`config.mk`:
```
export PLATFORM = sky130hd
export DESIGN_NAME = swap_pressure_swappiness_regulator
export DESIGN_NICKNAME = d
export VERILOG_FILES = /design/src/swpr_pkg.sv /design/src/swap_pressure_swappiness_regulator.sv /design/src/swpr_eval.sv
export SDC_FILE = /design/constraint.sdc
export NUM_CORES = 1
export LEC_CHECK = 0
export BUFFER_PORTS_ARGS = -buffer_cell sky130_fd_sc_hd__buf_2
export CAP_MARGIN = 5
export CORE_MARGIN = 2
export CORE_UTILIZATION = 58
export CTS_CLUSTER_DIAMETER = 30
export CTS_CLUSTER_SIZE = 16
export DETAILED_ROUTE_END_ITERATION = 10
export PLACE_DENSITY_LB_ADDON = 0.2
export SETUP_SLACK_MARGIN = 0.5
export SLEW_MARGIN = 30
export SYNTH_ARGS = -nofsm -noshare
export SYNTH_HDL_FRONTEND = slang
export SYNTH_SLANG_ARGS = --single-unit
```
`constraint.sdc`:
```
create_clock -name clk -period 9.3 [get_ports clk]
set_input_delay 1.86 -clock clk [delete_from_list [all_inputs] [get_ports clk]]
set_output_delay 1.86 -clock clk [all_outputs]
set_load 0.02 [all_outputs]
```
`src/swpr_pkg.sv`:
```
// swpr_pkg: shared types, constants and step helpers for the swappiness regulator
// no dependencies
`timescale 1ns / 1ps

package swpr_pkg;

  typedef enum logic [1:0] {
    OP_SAMPLE,
    OP_STOP,
    OP_START
  } op_t;

  typedef enum logic [1:0] {
    PER_CRIT,
    PER_RESTR,
    PER_NORM
  } period_t;

  localparam logic [7:0] REG_STALL_LIMIT      = 8'd0;
  localparam logic [7:0] REG_CRIT_STALL_LIMIT = 8'd1;

  localparam logic [6:0]  SWP_MAX     = 7'd100;
  localparam logic [7:0]  STALL_SAT   = 8'd255;
  localparam logic [7:0]  STALL_RST   = 8'd128;
  localparam logic [7:0]  CRIT_RST    = 8'd8;
  localparam logic [17:0] T_CRIT      = 18'd8000;
  localparam logic [17:0] T_RESTR     = 18'd16000;
  localparam logic [17:0] T_NORM      = 18'd32000;

  typedef struct packed {
    op_t         op;
    logic [31:0] total_kb;
    logic [31:0] free_kb;
    logic [7:0]  swp_in;
    logic        display_on;
  } item_t;

  typedef struct packed {
    logic [6:0]  new_swappiness;
    logic        write_swappiness;
    logic        scheduled;
    logic [17:0] wait_ms;
  } result_t;

  typedef struct packed {
    logic [31:0] previous_free;
    logic        first_sample;
    logic [7:0]  stall_count;
    period_t     period_sel;
    logic        running;
  } state_t;

  typedef struct packed {
    logic       wr;
    logic [6:0] val;
  } nudge_t;

  // move swappiness by a signed step, clamped to 0..100
  function automatic nudge_t nudge(input logic [6:0] cur, input logic signed [5:0] step);
    logic signed [8:0] lvl;
    nudge_t            r;
    r.wr  = 1'b0;
    r.val = cur;
    lvl   = $signed({2'b00, cur}) + $signed({{3{step[5]}}, step});
    if (!((cur >= SWP_MAX && !step[5]) || (cur == 7'd0 && (step[5] || step == 6'sd0)))) begin
      r.wr = 1'b1;
      if (lvl < 9'sd0) begin
        r.val = 7'd0;
      end else if (lvl > $signed({2'b00, SWP_MAX})) begin
        r.val = SWP_MAX;
      end else begin
        r.val = lvl[6:0];
      end
    end
    return r;
  endfunction

  function automatic logic [17:0] period_ms(input period_t sel);
    logic [17:0] p;
    case (sel)
      PER_CRIT:  p = T_CRIT;
      PER_RESTR: p = T_RESTR;
      default:   p = T_NORM;
    endcase
    return p;
  endfunction

endpackage

```
`src/swap_pressure_swappiness_regulator.sv`:
```
// swap_pressure_swappiness_regulator: top level, input and result registers, state, config
// depends on swpr_pkg and swpr_eval
//
// channel | dir | accepted when          | content
// s_*     | in  | s_tvalid & s_tready    | one swap sample or stop/start op
// m_*     | out | m_tvalid & m_tready    | one result per input item
// cfg_*   | in  | cfg_valid & cfg_ready  | register write, index 0 or 1
//
// one item per cycle sustained while m_tready is high; items pass the input register, then the result register
// state is updated at the edge where an item moves from the input to the result register
// a stalled result holds while the input register can still take one more item
// rst is synchronous and clears control state and config to reset values
`timescale 1ns / 1ps

module swap_pressure_swappiness_regulator (
  input  logic        clk,
  input  logic        rst,
  input  logic        s_tvalid,
  output logic        s_tready,
  // total_kb, free_kb, swp_in, display_on, zero pad to 80
  input  logic [79:0] s_tdata,
  // op
  input  logic [1:0]  s_tuser,
  output logic        m_tvalid,
  input  logic        m_tready,
  // new_swappiness, write_swappiness, scheduled, wait_ms, zero pad to 32
  output logic [31:0] m_tdata,
  input  logic        cfg_valid,
  output logic        cfg_ready,
  input  logic [7:0]  cfg_index,
  input  logic [7:0]  cfg_data
);
  import swpr_pkg::*;

  logic       in_valid;
  item_t      in_item;
  state_t     state, state_next;
  result_t    res_next, res;
  logic [7:0] stall_limit, critical_stall_limit;
  logic       advance;

  assign advance   = in_valid && (!m_tvalid || m_tready);
  assign s_tready  = !in_valid || advance;
  assign cfg_ready = 1'b1;

  always_ff @(posedge clk) begin
    if (rst) begin
      in_valid <= 1'b0;
    end else if (s_tready) begin
      in_valid <= s_tvalid;
    end
  end

  always_ff @(posedge clk) begin
    if (s_tready && s_tvalid) begin
      in_item.op         <= op_t'(s_tuser);
      in_item.total_kb   <= s_tdata[31:0];
      in_item.free_kb    <= s_tdata[63:32];
      in_item.swp_in     <= s_tdata[71:64];
      in_item.display_on <= s_tdata[72];
    end
  end

  always_ff @(posedge clk) begin
    if (rst) begin
      stall_limit          <= STALL_RST;
      critical_stall_limit <= CRIT_RST;
    end else if (cfg_valid) begin
      if (cfg_index == REG_STALL_LIMIT) begin
        stall_limit <= cfg_data;
      end else if (cfg_index == REG_CRIT_STALL_LIMIT) begin
        critical_stall_limit <= cfg_data;
      end
    end
  end

  swpr_eval u_eval (
    .item                 (in_item),
    .state                (state),
    .stall_limit          (stall_limit),
    .critical_stall_limit (critical_stall_limit),
    .result               (res_next),
    .state_next           (state_next)
  );

  always_ff @(posedge clk) begin
    if (rst) begin
      state.previous_free <= 32'd0;
      state.first_sample  <= 1'b1;
      state.stall_count   <= 8'd0;
      state.period_sel    <= PER_CRIT;
      state.running       <= 1'b1;
    end else if (advance) begin
      state <= state_next;
    end
  end

  always_ff @(posedge clk) begin
    if (rst) begin
      m_tvalid <= 1'b0;
    end else if (!m_tvalid || m_tready) begin
      m_tvalid <= in_valid;
    end
  end

  always_ff @(posedge clk) begin
    if (advance) begin
      res <= res_next;
    end
  end

  assign m_tdata = {5'd0, res.wait_ms, res.scheduled, res.write_swappiness,
                    res.new_swappiness};

endmodule

```
`src/swpr_eval.sv`:
```
// swpr_eval: single-pass evaluation of one item against the regulator state
// depends on swpr_pkg
`timescale 1ns / 1ps

module swpr_eval (
  input  swpr_pkg::item_t   item,
  input  swpr_pkg::state_t  state,
  input  logic [7:0]        stall_limit,
  input  logic [7:0]        critical_stall_limit,
  output swpr_pkg::result_t result,
  output swpr_pkg::state_t  state_next
);
  import swpr_pkg::*;

  logic [6:0]        cur;
  logic [31:0]       t4, t8, t16, t32, t64;
  logic [31:0]       mag;
  logic              dec, same;
  logic [7:0]        stall_inc;
  logic              zone_has;
  logic signed [5:0] zone_step;
  logic              late_has;
  logic signed [5:0] late_step;
  nudge_t            n_zone, n_late, n_sel;
  logic              wr;
  logic [6:0]        val;
  logic              sch;
  logic [17:0]       wait_v;

  assign cur = (item.swp_in > {1'b0, SWP_MAX}) ? SWP_MAX
                                              : item.swp_in[6:0];
  assign t4  = item.total_kb >> 2;
  assign t8  = item.total_kb >> 3;
  assign t16 = item.total_kb >> 4;
  assign t32 = item.total_kb >> 5;
  assign t64 = item.total_kb >> 6;

  // exact magnitude and direction of the free-swap change
  assign dec  = state.previous_free > item.free_kb;
  assign same = state.previous_free == item.free_kb;
  assign mag  = dec ? (state.previous_free - item.free_kb)
                    : (item.free_kb - state.previous_free);

  assign stall_inc = (state.stall_count < STALL_SAT) ? state.stall_count + 8'd1
                                                     : state.stall_count;

  assign n_zone = nudge(cur, zone_step);
  assign n_late = nudge(cur, late_step);

  always_comb begin
    state_next = state;
    wr         = 1'b0;
    val        = 7'd0;
    sch        = 1'b0;
    wait_v     = 18'd0;
    zone_has   = 1'b0;
    zone_step  = 6'sd0;
    late_has   = 1'b0;
    late_step  = 6'sd0;
    n_sel      = '0;
    case (item.op)
      OP_STOP: begin
        if (state.running) begin
          wr                      = 1'b1;
          val                     = SWP_MAX;
          state_next.first_sample = 1'b1;
          state_next.running      = 1'b0;
        end
      end
      OP_START: begin
        if (!state.running) begin
          state_next.running = 1'b1;
          sch                = 1'b1;
          wait_v             = T_CRIT;
        end
      end
      OP_SAMPLE: begin
        if (state.running && item.total_kb != 32'd0) begin
          if (state.first_sample) begin
            state_next.first_sample = 1'b0;
          end else begin
            state_next.stall_count = stall_inc;
            if (item.free_kb >= t4) begin
              // normal zone
              if (cur != SWP_MAX) begin
                wr  = 1'b1;
                val = SWP_MAX;
              end
              state_next.period_sel  = PER_NORM;
              state_next.stall_count = 8'd0;
            end else if (item.free_kb <= t16) begin
              // critical zone
              if (same) begin
                zone_has  = stall_inc > critical_stall_limit;
                zone_step = -6'sd4;
              end else if (dec) begin
                zone_has  = 1'b1;
                zone_step = (mag > t32) ? -6'sd16 : (mag > t64) ? -6'sd8 : -6'sd4;
              end
              state_next.period_sel = PER_CRIT;
            end else if (item.free_kb < t8) begin
              // restricted zone
              zone_has = mag > t64;
              if (mag > t16) begin
                zone_step = 6'sd4;
              end else if (mag > t32) begin
                zone_step = 6'sd2;
              end else begin
                zone_step = 6'sd1;
              end
              if (dec || same) begin
                zone_step = -zone_step;
              end
              late_has  = stall_inc > stall_limit;
              late_step = 6'sd1;
              state_next.period_sel = PER_RESTR;
            end else begin
              // middle zone
              zone_has  = mag > t32;
              zone_step = (mag > t16) ? 6'sd2 : 6'sd1;
              if (dec || same) begin
                zone_step = -zone_step;
              end
              late_has  = stall_inc > stall_limit;
              late_step = 6'sd2;
              state_next.period_sel = PER_NORM;
            end
            if (zone_has && n_zone.wr) begin
              n_sel = n_zone;
            end
            if (late_has && n_late.wr) begin
              n_sel = n_late;
            end
            if (n_sel.wr) begin
              wr  = 1'b1;
              val = n_sel.val;
            end
          end
          state_next.previous_free = item.free_kb;
          sch    = 1'b1;
          wait_v = item.display_on ? period_ms(state_next.period_sel)
                                   : period_ms(state_next.period_sel) << 3;
        end
      end
      default: begin
      end
    endcase
  end

  assign result.new_swappiness   = wr ? val : 7'd0;
  assign result.write_swappiness = wr;
  assign result.scheduled        = sch;
  assign result.wait_ms          = wait_v;

endmodule

```
**After elaboration in Yosys (flattened, before gate mapping)**

Cells that the tools add are included.

- Flip-flop bits (word level): 164
- Latch bits: 0
- Bits in writable memories: 0
- Memory bits (read-only): 0
- Bits of input ports: 103
- Output and inout bits: 35
- Logic and storage cells: 173
- Memories kept: 0

- $add $sub $neg: 7
- Multipliers: 0
- Div/mod/pow operators: 0
- $lt $le $gt $ge: 16
- Equality and inequality tests: 9
- Shift-type cells: 0
- Mux-type cells: 87
- Bitwise gates (word level): 1
- Reduce and logical (&&, ||, !) cells: 35

Operators by type and width:

| cell | count |
|---|---|
| $mux W6 | 23 |
| $mux W7 | 11 |
| $mux W8 | 9 |
| $sub A32 B32 Y32 | 2 |
| $mux W18 | 2 |
| $pmux W18 S2 | 1 |
| $eq A32 B32 Y1 | 1 |
| $ge A32 B30 Y1 | 1 |
| $gt A32 B26 Y1 | 1 |
| $gt A32 B27 Y1 | 1 |
| $gt A32 B28 Y1 | 1 |
| $gt A32 B32 Y1 | 1 |
| $le A32 B28 Y1 | 1 |
| $lt A32 B29 Y1 | 1 |
| $mux W32 | 1 |
| $reduce_bool A32 Y1 | 1 |
| $mux W10 | 3 |
| $pmux W15 S2 | 1 |
| $mux W1 | 22 |
| $add A8 B6 Y9 | 2 |
| $gt A9 B8 Y1 const B | 2 |
| $lt A9 B1 Y1 const B | 2 |
| $gt A8 B8 Y1 | 2 |
| $pmux W7 S2 | 1 |
| 29 further kinds | 62 |

**Logic depth before layout (Yosys ltp)**

Gate-level depths: netlist of the first run.

- Word-level depth: 34
- Mapped depth: 39
- Depth with buffers taken out: 37

**By module**

Synthesis of the first run repeated with hierarchy kept, for this count alone.

- Cells, all modules: 1790
- Area total of the unflattened synthesis: 15302.2 um^2

Modules (own cells, without submodules):

| module | instances | cells an instance | area each (um^2) | seq. area each (um^2) |
|---|---|---|---|---|
| swpr_eval | 1 | 1404 | 9731.8 | 0.0 |
| swap_pressure_swappiness_regulator | 1 | 386 | 5570.3 | 4304.1 |

**Worst setup path before layout of the first run**

OpenSTA, ideal clock, no wires.

- Path kind: register -> register
- Start point: register in_item[15] (netlist name)
- End point: register res, in the netlist m_tdata[3] (data pin)
- Data arrival time: 7187 ps
- Slack: 1946 ps
- Cell stages (with the launch flop): 34
- Buffers on the path: 3
- Period minus slack after synthesis: 7354 ps
- Cell sequence: edfxtp_1 > inv_1 > ha_1 > buf_2 > nand4_2 > nor4_2 > nand3_1 > a21boi_2 > a22oi_4 > clkbuf_1 > buf_1 > nor2_1 > a221oi_1 > xnor2_1 > ha_1 > nand4_1 > or3_1 > nor2_1 > nor4b_1 > or3_1 > nand2b_1 > o41a_1 > a2111oi_2 > ha_1 > nor2b_1 > o21ai_0 > nand2b_1 > a21o_1 > a21oi_1 > o21bai_1 > or3_1 > a211oi_1 > a22oi_1 > a211oi_1

- Word-level cells in the longest chain between the ends: 34
- Elaborated cells between the ends (all ways): 95
- Those cells by class: add/sub (6); order compare (11); eq/ne (1); mux (62); reduce/logical (15)

RTL lines:

| element | line | text |
|---|---|---|
| start: declaration | swap_pressure_swappiness_regulator.sv:36 | `item_t in_item;` |
| parallel branches: the longest is 34 deep, another holds $sub A32 B32 Y32 | n/a |  |
| end signal: assignment | swap_pressure_swappiness_regulator.sv:108 | `res <= res_next;` |
| end: declaration | swap_pressure_swappiness_regulator.sv:38 | `result_t res_next, res;` |

Parallel ways; which one is timed is not known. The select of a mux whose other input is x is not followed.
A chain may end at the register's enable or synchronous reset.

**Final worst setup path of the first run**

- Start point: register in_item[27] (netlist name)
- End point: register res, in the netlist m_tdata[1] (data pin)

The elaborated chain is that of the path after synthesis.

==> results of run 1 <==
[cell usage in the layout (no fill, tap or decap), types with 7 or more instances in the layout]
cell and n:
o211ai_1 17, edfxtp_1 96, nand3_1 30, o21bai_1 13, buf_2 119, nor4_1 20
a21oi_1 201, a211oi_1 18, o21ai_0 88, clkbuf_16 17, dfxtp_1 62, conb_1 12
nor3_1 28, a21boi_0 9, a2111oi_0 8, nor2b_1 21, ha_1 257, and3_1 7
and2_1 10, a21o_1 31, or2_2 7, o31ai_1 9, o21a_1 14, mux2i_1 23
xnor2_1 23, nand2_1 169, buf_4 37, nor2_1 112, inv_1 143, nand2b_1 17
xor2_1 15, and4_1 7, or3_1 7, nand4_1 48, a31oi_1 12
[power by group through the flow]
stage	registers, W	logic (W)	clock network [W]
3_3_place_gp	0.000814	0.000512	0
4_1_cts	0.000800	0.000535	0.000770
3_5_place_dp	0.000815	0.000530	0
5_1_grt	0.000802	0.000615	0.000788
6_report	0.000799	0.000558	0.000760
2_1_floorplan	0.000815	0.000365	0
[cell families (layout without fill, tap and decap cells)]
kind of cell / Yosys count / after routing / synth area share, %
fa+ha+maj: 264 / 264 / 22.99
buf+inv: 210 / 332 / 6.205
mux: 26 / 26 / 1.812
flops: 158 / 158 / 28.45
compound gates: 482 / 482 / 20.67
simple gates: 506 / 506 / 17.29
other cells: 2 / 12 / 0.05180
xor+xnor: 42 / 42 / 2.537
[metrics by stage]
| step | power [W] | util (%) |
|---|---|---|
| floorplan | 0.001180 | - |
| global placement | 0.001326 | 63.01 |
| detailed placement | 0.001346 | 63.01 |
| CTS | 0.002104 | 65.60 |
| global route | 0.002206 | 66.19 |
| finish | 0.002116 | 66.19 |
[registers in the layout, summed over array words and instances (netlist names)]
register              flops
critical_stall_limit      8
in_valid                  1
m_tvalid                  1
in_item                  75
state                    44
m_tdata                  21
stall_limit               8
[Yosys cell counts (9+ instances only)]
master and instances:
o21a_1 14, o31ai_1 9, o211ai_1 17, nor4_1 20, a31oi_1 12, ha_1 260, buf_4 21, clkbuf_1 22
xor2_1 15, nor3_1 28, a21boi_0 9, dfxtp_1 62, nand2_1 169, inv_1 143, o21bai_1 13, edfxtp_1 96
buf_2 20, nand4_1 48, nor2b_1 23, a211oi_1 19, nor2_1 112, a21o_1 31, xnor2_1 27, nand2b_1 17
a21oi_1 201, nand3_1 30, and2_1 11, o21ai_0 90, mux2i_1 24
[worst max path at each step]
stage,end
after floorplan,m_tdata[3]
after global placement,m_tdata[0]
after detailed placement,m_tdata[1]
after CTS,m_tdata[1]
after global routing,m_tdata[1]
final,m_tdata[1]
[worst max-delay path, delay by kind of cell, from the launching register on]
kind | cells | cell delay [ps]
buffers and inverters | 2 | 280
AOI/OAI and AO/OA | 12 | 3110
DFF | 1 | 540
and+or+nand+nor | 13 | 2800
xor gates and xnor gates | 1 | 500
adders and majority gates | 3 | 1000
[cell type report]
cell class,instances,area share (%)
Clock buffer,17,2.628
Clock inverter,15,1.221
Inverter,143,3.315
Multi-Input combinational cell,1332,59.30
Sequential cell,158,25.47
Tap cell,324,2.504
Timing Repair Buffer,157,5.564
[routing by layer]
| layer | vias to the layer above | GRT usage [%] | routed length, µm | part of all wire, % |
|---|---|---|---|---|
| met4 | 0 | 14.16 | 1922 | 4.4 |
| met5 | - | 0 | 0 | 0 |
| li1 | 6404 | - | - | - |
| met3 | 108 | 5.082 | 3098 | 7.1 |
| met1 | 6262 | 43.84 | 18950 | 43 |
| met2 | 577 | 54.72 | 19800 | 45 |
[what timing repair did]
| action | CTS | global route |
|---|---|---|
| endpoints found under the setup margin | 4 | 7 |
| resized for setup | 2 | 14 |
| buffers inserted | 0 | 6 |
| pin swaps | 0 | 3 |
==> results.yml, run 1 <==
timing:
  tightest_slew_ps: 1096
  fin_crit_ps: 8429
  slew_viol_final: 0
  fin_ws_ps: 871.4
  fin_crit_sh_pct: 90.63
  grt_setup_unrepaired: "no"
  setup_viol: 0
  whs_ps: 471.0
  tns_ps: 0
  fmax_ghz: 0.1186
  finClkSkew_ps: 15.51
  slew_headroom_pct: 26.29
  hold_violations: 0
global_route:
  grt_first_pass_wirelength_um: 68920
  antenna_found_initial: 0
  grt_max_degree: 63
  gr-usage-all-layers_pct: 33.33
  grt_overflow_total: 0
  grt_pass1_vias: 13020
drt:
  drc: 0
  dr_total_vias: 13350
  wire_per_inst_um: 20.40
  drt_iter0_drc: 1046
  ant_nets: 0
  viasPerCell: 6.221
  drt_first_pass_iters: 6
  wl_um: 43780
worst_hold_path:
  min_from: "critical_stall_limit[3]"
  hold_class: "reg -> reg"
  min_to: "critical_stall_limit[3]"
  hold_depth: 1
worst_setup_path:
  cpPeakStageDelay_ps: 540
  reg2regPathDepth: 31
  crit_start: "in_item[27]"
  regToRegSetupSlack_ps: 870
  endpoint_kind: "flop"
  cp_slowest_cell: "edfxtp_1"
  crit_type: "reg -> reg"
  critPathLaunchType: "flop"
  path_max_fanout: 11
  arrival_ps: 8690
  required_ps: 9560
  r2r_start: "in_item[27]"
  r2r-end: "m_tdata[1]"
power:
  switching_share_pct: 34.97
  p_comb_share_pct: 26.4
  vdd_ir_drop_max_mv: 0.09394
  pwr-share-clk_pct: 35.9
  powerDensity_nw_per_um2: 130.7
  power.internal_w: 0.001376
  leakage_nw: 7.107
  p_seq_share_pct: 37.7
  total_switching_power_w: 0.0007399
die:
  die_area_um2: 26280
  die_width_um: 162.1
  chipHeight_um: 162.1
  core_area_um2: 24460
  io_pins: 138
  placementRows: 57
  start_util_pct: 59.27
yosys:
  synth_top_cell_by_area: "ha_1"
  synth_flop_cell: "edfxtp_1"
  synth.area.top_cells: "ha_1 (22%), edfxtp_1 (20%), dfxtp_1 (8.6%)"
  syn-cell-area_um2: 14500
  synth_seq_cells: 158
  ys_types: 75
  syn_inst: 1690
  yosys_warnings: 0
  synth_edf_count: 96
  async_flop_share_pct: 0
  synth_top_area_share_pct: 22.44
  avgSynthCellArea_um2: 8.578
  yosysSeqAreaShare_pct: 28.45
final_layout:
  num_antenna_cells: 0
  seq_area_um2: 4124
  multiInputGateArea_um2: 9600
  layoutNonFillerInstCount: 2146
  syn2layout_area_growth_pct: 11.68
  drive_gt1_share_pct: 12.57
  design_area_um2: 16190
  nFillCells: 2131
  layout.nets: 2176
clock_network:
  root_buffer: "clkbuf_16"
  clkTransAtPathRegs_ps: 80
  h-tree-depth: 4
  clock_latency_ps: 450
  cts_buffer_depth: 2
  hold_buffers: 0
  cts.sinks: 158
  cts_made_buffers: 17
  cts_tree: "done"
status:
  outcome: "finished, final reports clean"
placed_design:
  io_buffers: 118
  dp.final_hpwl_um: 34110
  place_inst: 2106
  place_congestion: 1.009
  dpl_cell_area_um2: 15410
  dpl_worst_slack_ps: 402.9
flow_run:
  cap_violations: 0
Power figures use the tool's default switching activity.
==> inputs of run 2 (changes only) <==
CORE_MARGIN = 4   (was 2)
==> run 2 against run 1 <==
Utilization grew 0.082 points. Hold slack better by 2.7 ps. Cell count is 0.56% higher. Worst setup slack better by 160 ps. First-iteration DRC count up 5.0%. Power decreased by 3.1%. Register-to-register slack improved by 160 ps. Combinational power fell by 1%. Clock power is 7.6% lower. Flip-flop and latch count unchanged. Sequential share of layout area is essentially flat.
==> results.yml, run 2 (synthesis results as in run 1) <==
global_route:
  gr-usage-all-layers_pct: 30.30
  grt_max_degree: 63
  antenna_found_initial: 0
  grt_overflow_total: 0
  grt_first_pass_wirelength_um: 68660
  grt_pass1_vias: 13090
clock_network:
  hold_buffers: 0
  root_buffer: "clkbuf_16"
  cts_buffer_depth: 2
  cts_tree: "done"
  cts_made_buffers: 17
  clkTransAtPathRegs_ps: 70
  cts.sinks: 158
  h-tree-depth: 4
  clock_latency_ps: 450
drt:
  dr_total_vias: 13300
  ant_nets: 0
  drt_first_pass_iters: 6
  drc: 0
  wire_per_inst_um: 19.80
  drt_iter0_drc: 1098
  viasPerCell: 6.164
  wl_um: 42740
timing:
  setup_viol: 0
  fin_crit_sh_pct: 88.87
  whs_ps: 473.7
  fin_crit_ps: 8265
  tightest_slew_ps: 931.9
  slew_headroom_pct: 37.30
  hold_violations: 0
  grt_setup_unrepaired: "no"
  tns_ps: 0
  slew_viol_final: 0
  fmax_ghz: 0.1210
  finClkSkew_ps: 17.71
worst_setup_path:
  cp_slowest_cell: "nor4_4"
  arrival_ps: 8540
  crit_type: "reg -> reg"
  crit_start: "in_item[23]"
  regToRegSetupSlack_ps: 1030
  cp-endpoint: "m_tdata[3]"
  r2r-end: "m_tdata[3]"
  path_common_cell: "a21o_1"
  endpoint_kind: "flop"
  cpPeakStageDelay_ps: 500
  required_ps: 9580
  critPathLaunchType: "flop"
  reg2regPathDepth: 33
  path_max_fanout: 11
  r2r_start: "in_item[23]"
final_layout:
  layout.nets: 2188
  drive_gt1_share_pct: 13.52
  largest_reg_flops: 75
  final_util_pct: 66.27
  nFillCells: 2054
  syn2layout_area_growth_pct: 11.81
  most-common-layout-cells: "ha_1 (247), a21oi_1 (201), nand2_1 (169)"
  top_register: "in_item"
  final_common_cell: "ha_1"
  num_antenna_cells: 0
power:
  powerDensity_nw_per_um2: 126.5
  vdd_ir_drop_max_mv: 0.08620
  leakage_nw: 7.097
die:
  chipHeight_um: 166.1
  die_area_um2: 27590
  placementRows: 57
  start_util_pct: 59.27
  io_pins: 138
  die_width_um: 166.1
  core_area_um2: 24460
placed_design:
  place_congestion: 1.011
  dp.final_hpwl_um: 33370
  io_buffers: 118
status:
  outcome: "finished, final reports clean"
flow_run:
  cap_violations: 0
worst_hold_path:
  hold_class: "reg -> reg"
-- run 2: worst min-delay path by stage --
stage | start | to | slack (ps) | depth (start not counted)
after floorplan | critical_stall_limit[3] | critical_stall_limit[3] | 440 | 1
after global placement | state[43] | state[43] | 450 | 2
after detailed placement | state[43] | state[43] | 460 | 2
after CTS | state[43] | state[43] | 470 | 2
after global routing | critical_stall_limit[3] | critical_stall_limit[3] | 500 | 1
final | state[43] | state[43] | 470 | 2
-- run 2: where the power goes --
group / switching [W] / internal (W) / total (W)
clock network: 0.000349 / 0.000353 / 0.000702
registers: 0.0000241 / 0.000774 / 0.000798
logic: 0.000337 / 0.000214 / 0.000551
total: 0.000710 / 0.00134 / 0.00205
-- run 2: timing repair --
| action | in CTS | in global routing |
|---|---|---|
| pin swaps | 0 | 3 |
| setup endpoints to repair | 4 | 7 |
| gates resized for setup | 1 | 22 |
| buffers inserted | 0 | 26 |
-- run 2: layout make-up --
class | instances | area, µm² | area share [%]
multi-input cells | 1332 | 9610 | 59.29
flip-flops and latches | 158 | 4124 | 25.44
repair buffers | 169 | 973.4 | 6.005
inverters | 143 | 536.8 | 3.311
clock buffers | 18 | 429.2 | 2.647
well taps | 324 | 405.4 | 2.501
clock inverters | 14 | 131.4 | 0.8104
-- run 2: metrics by stage --
stage	area, µm²	total power, W	worst slack (ps)	cells
CTS	15940	0.002031	537.9	2131
global route	16210	0.002157	487.2	2158
finish	16210	0.002051	1035	2158
global placement	15360	0.001319	537.3	2099
floorplan	14540	0.001180	1946	1700
detailed placement	15370	0.001335	463.4	2099
-- run 2: layer usage --
metal | wire length [µm] | GRT usage (%) | vias to the layer above
met4 | 1649 | 11.66 | 0
met1 | 18810 | 41.23 | 6250
met2 | 19140 | 49.17 | 517
met5 | 0 | 0 | -
met3 | 3142 | 4.189 | 101
li1 | - | - | 6433
-- run 2: critical path: cells and delay by family, from the launching register on --
kind                       cells  cell delay (ps)
muxes                          1              370
xor gates and xnor gates       1              250
and+or+nand+nor                9             1950
buffers and inverters          1               70
DFF                            1              420
adders and majority gates      3              980
AOI/OAI and AO/OA             18             4030
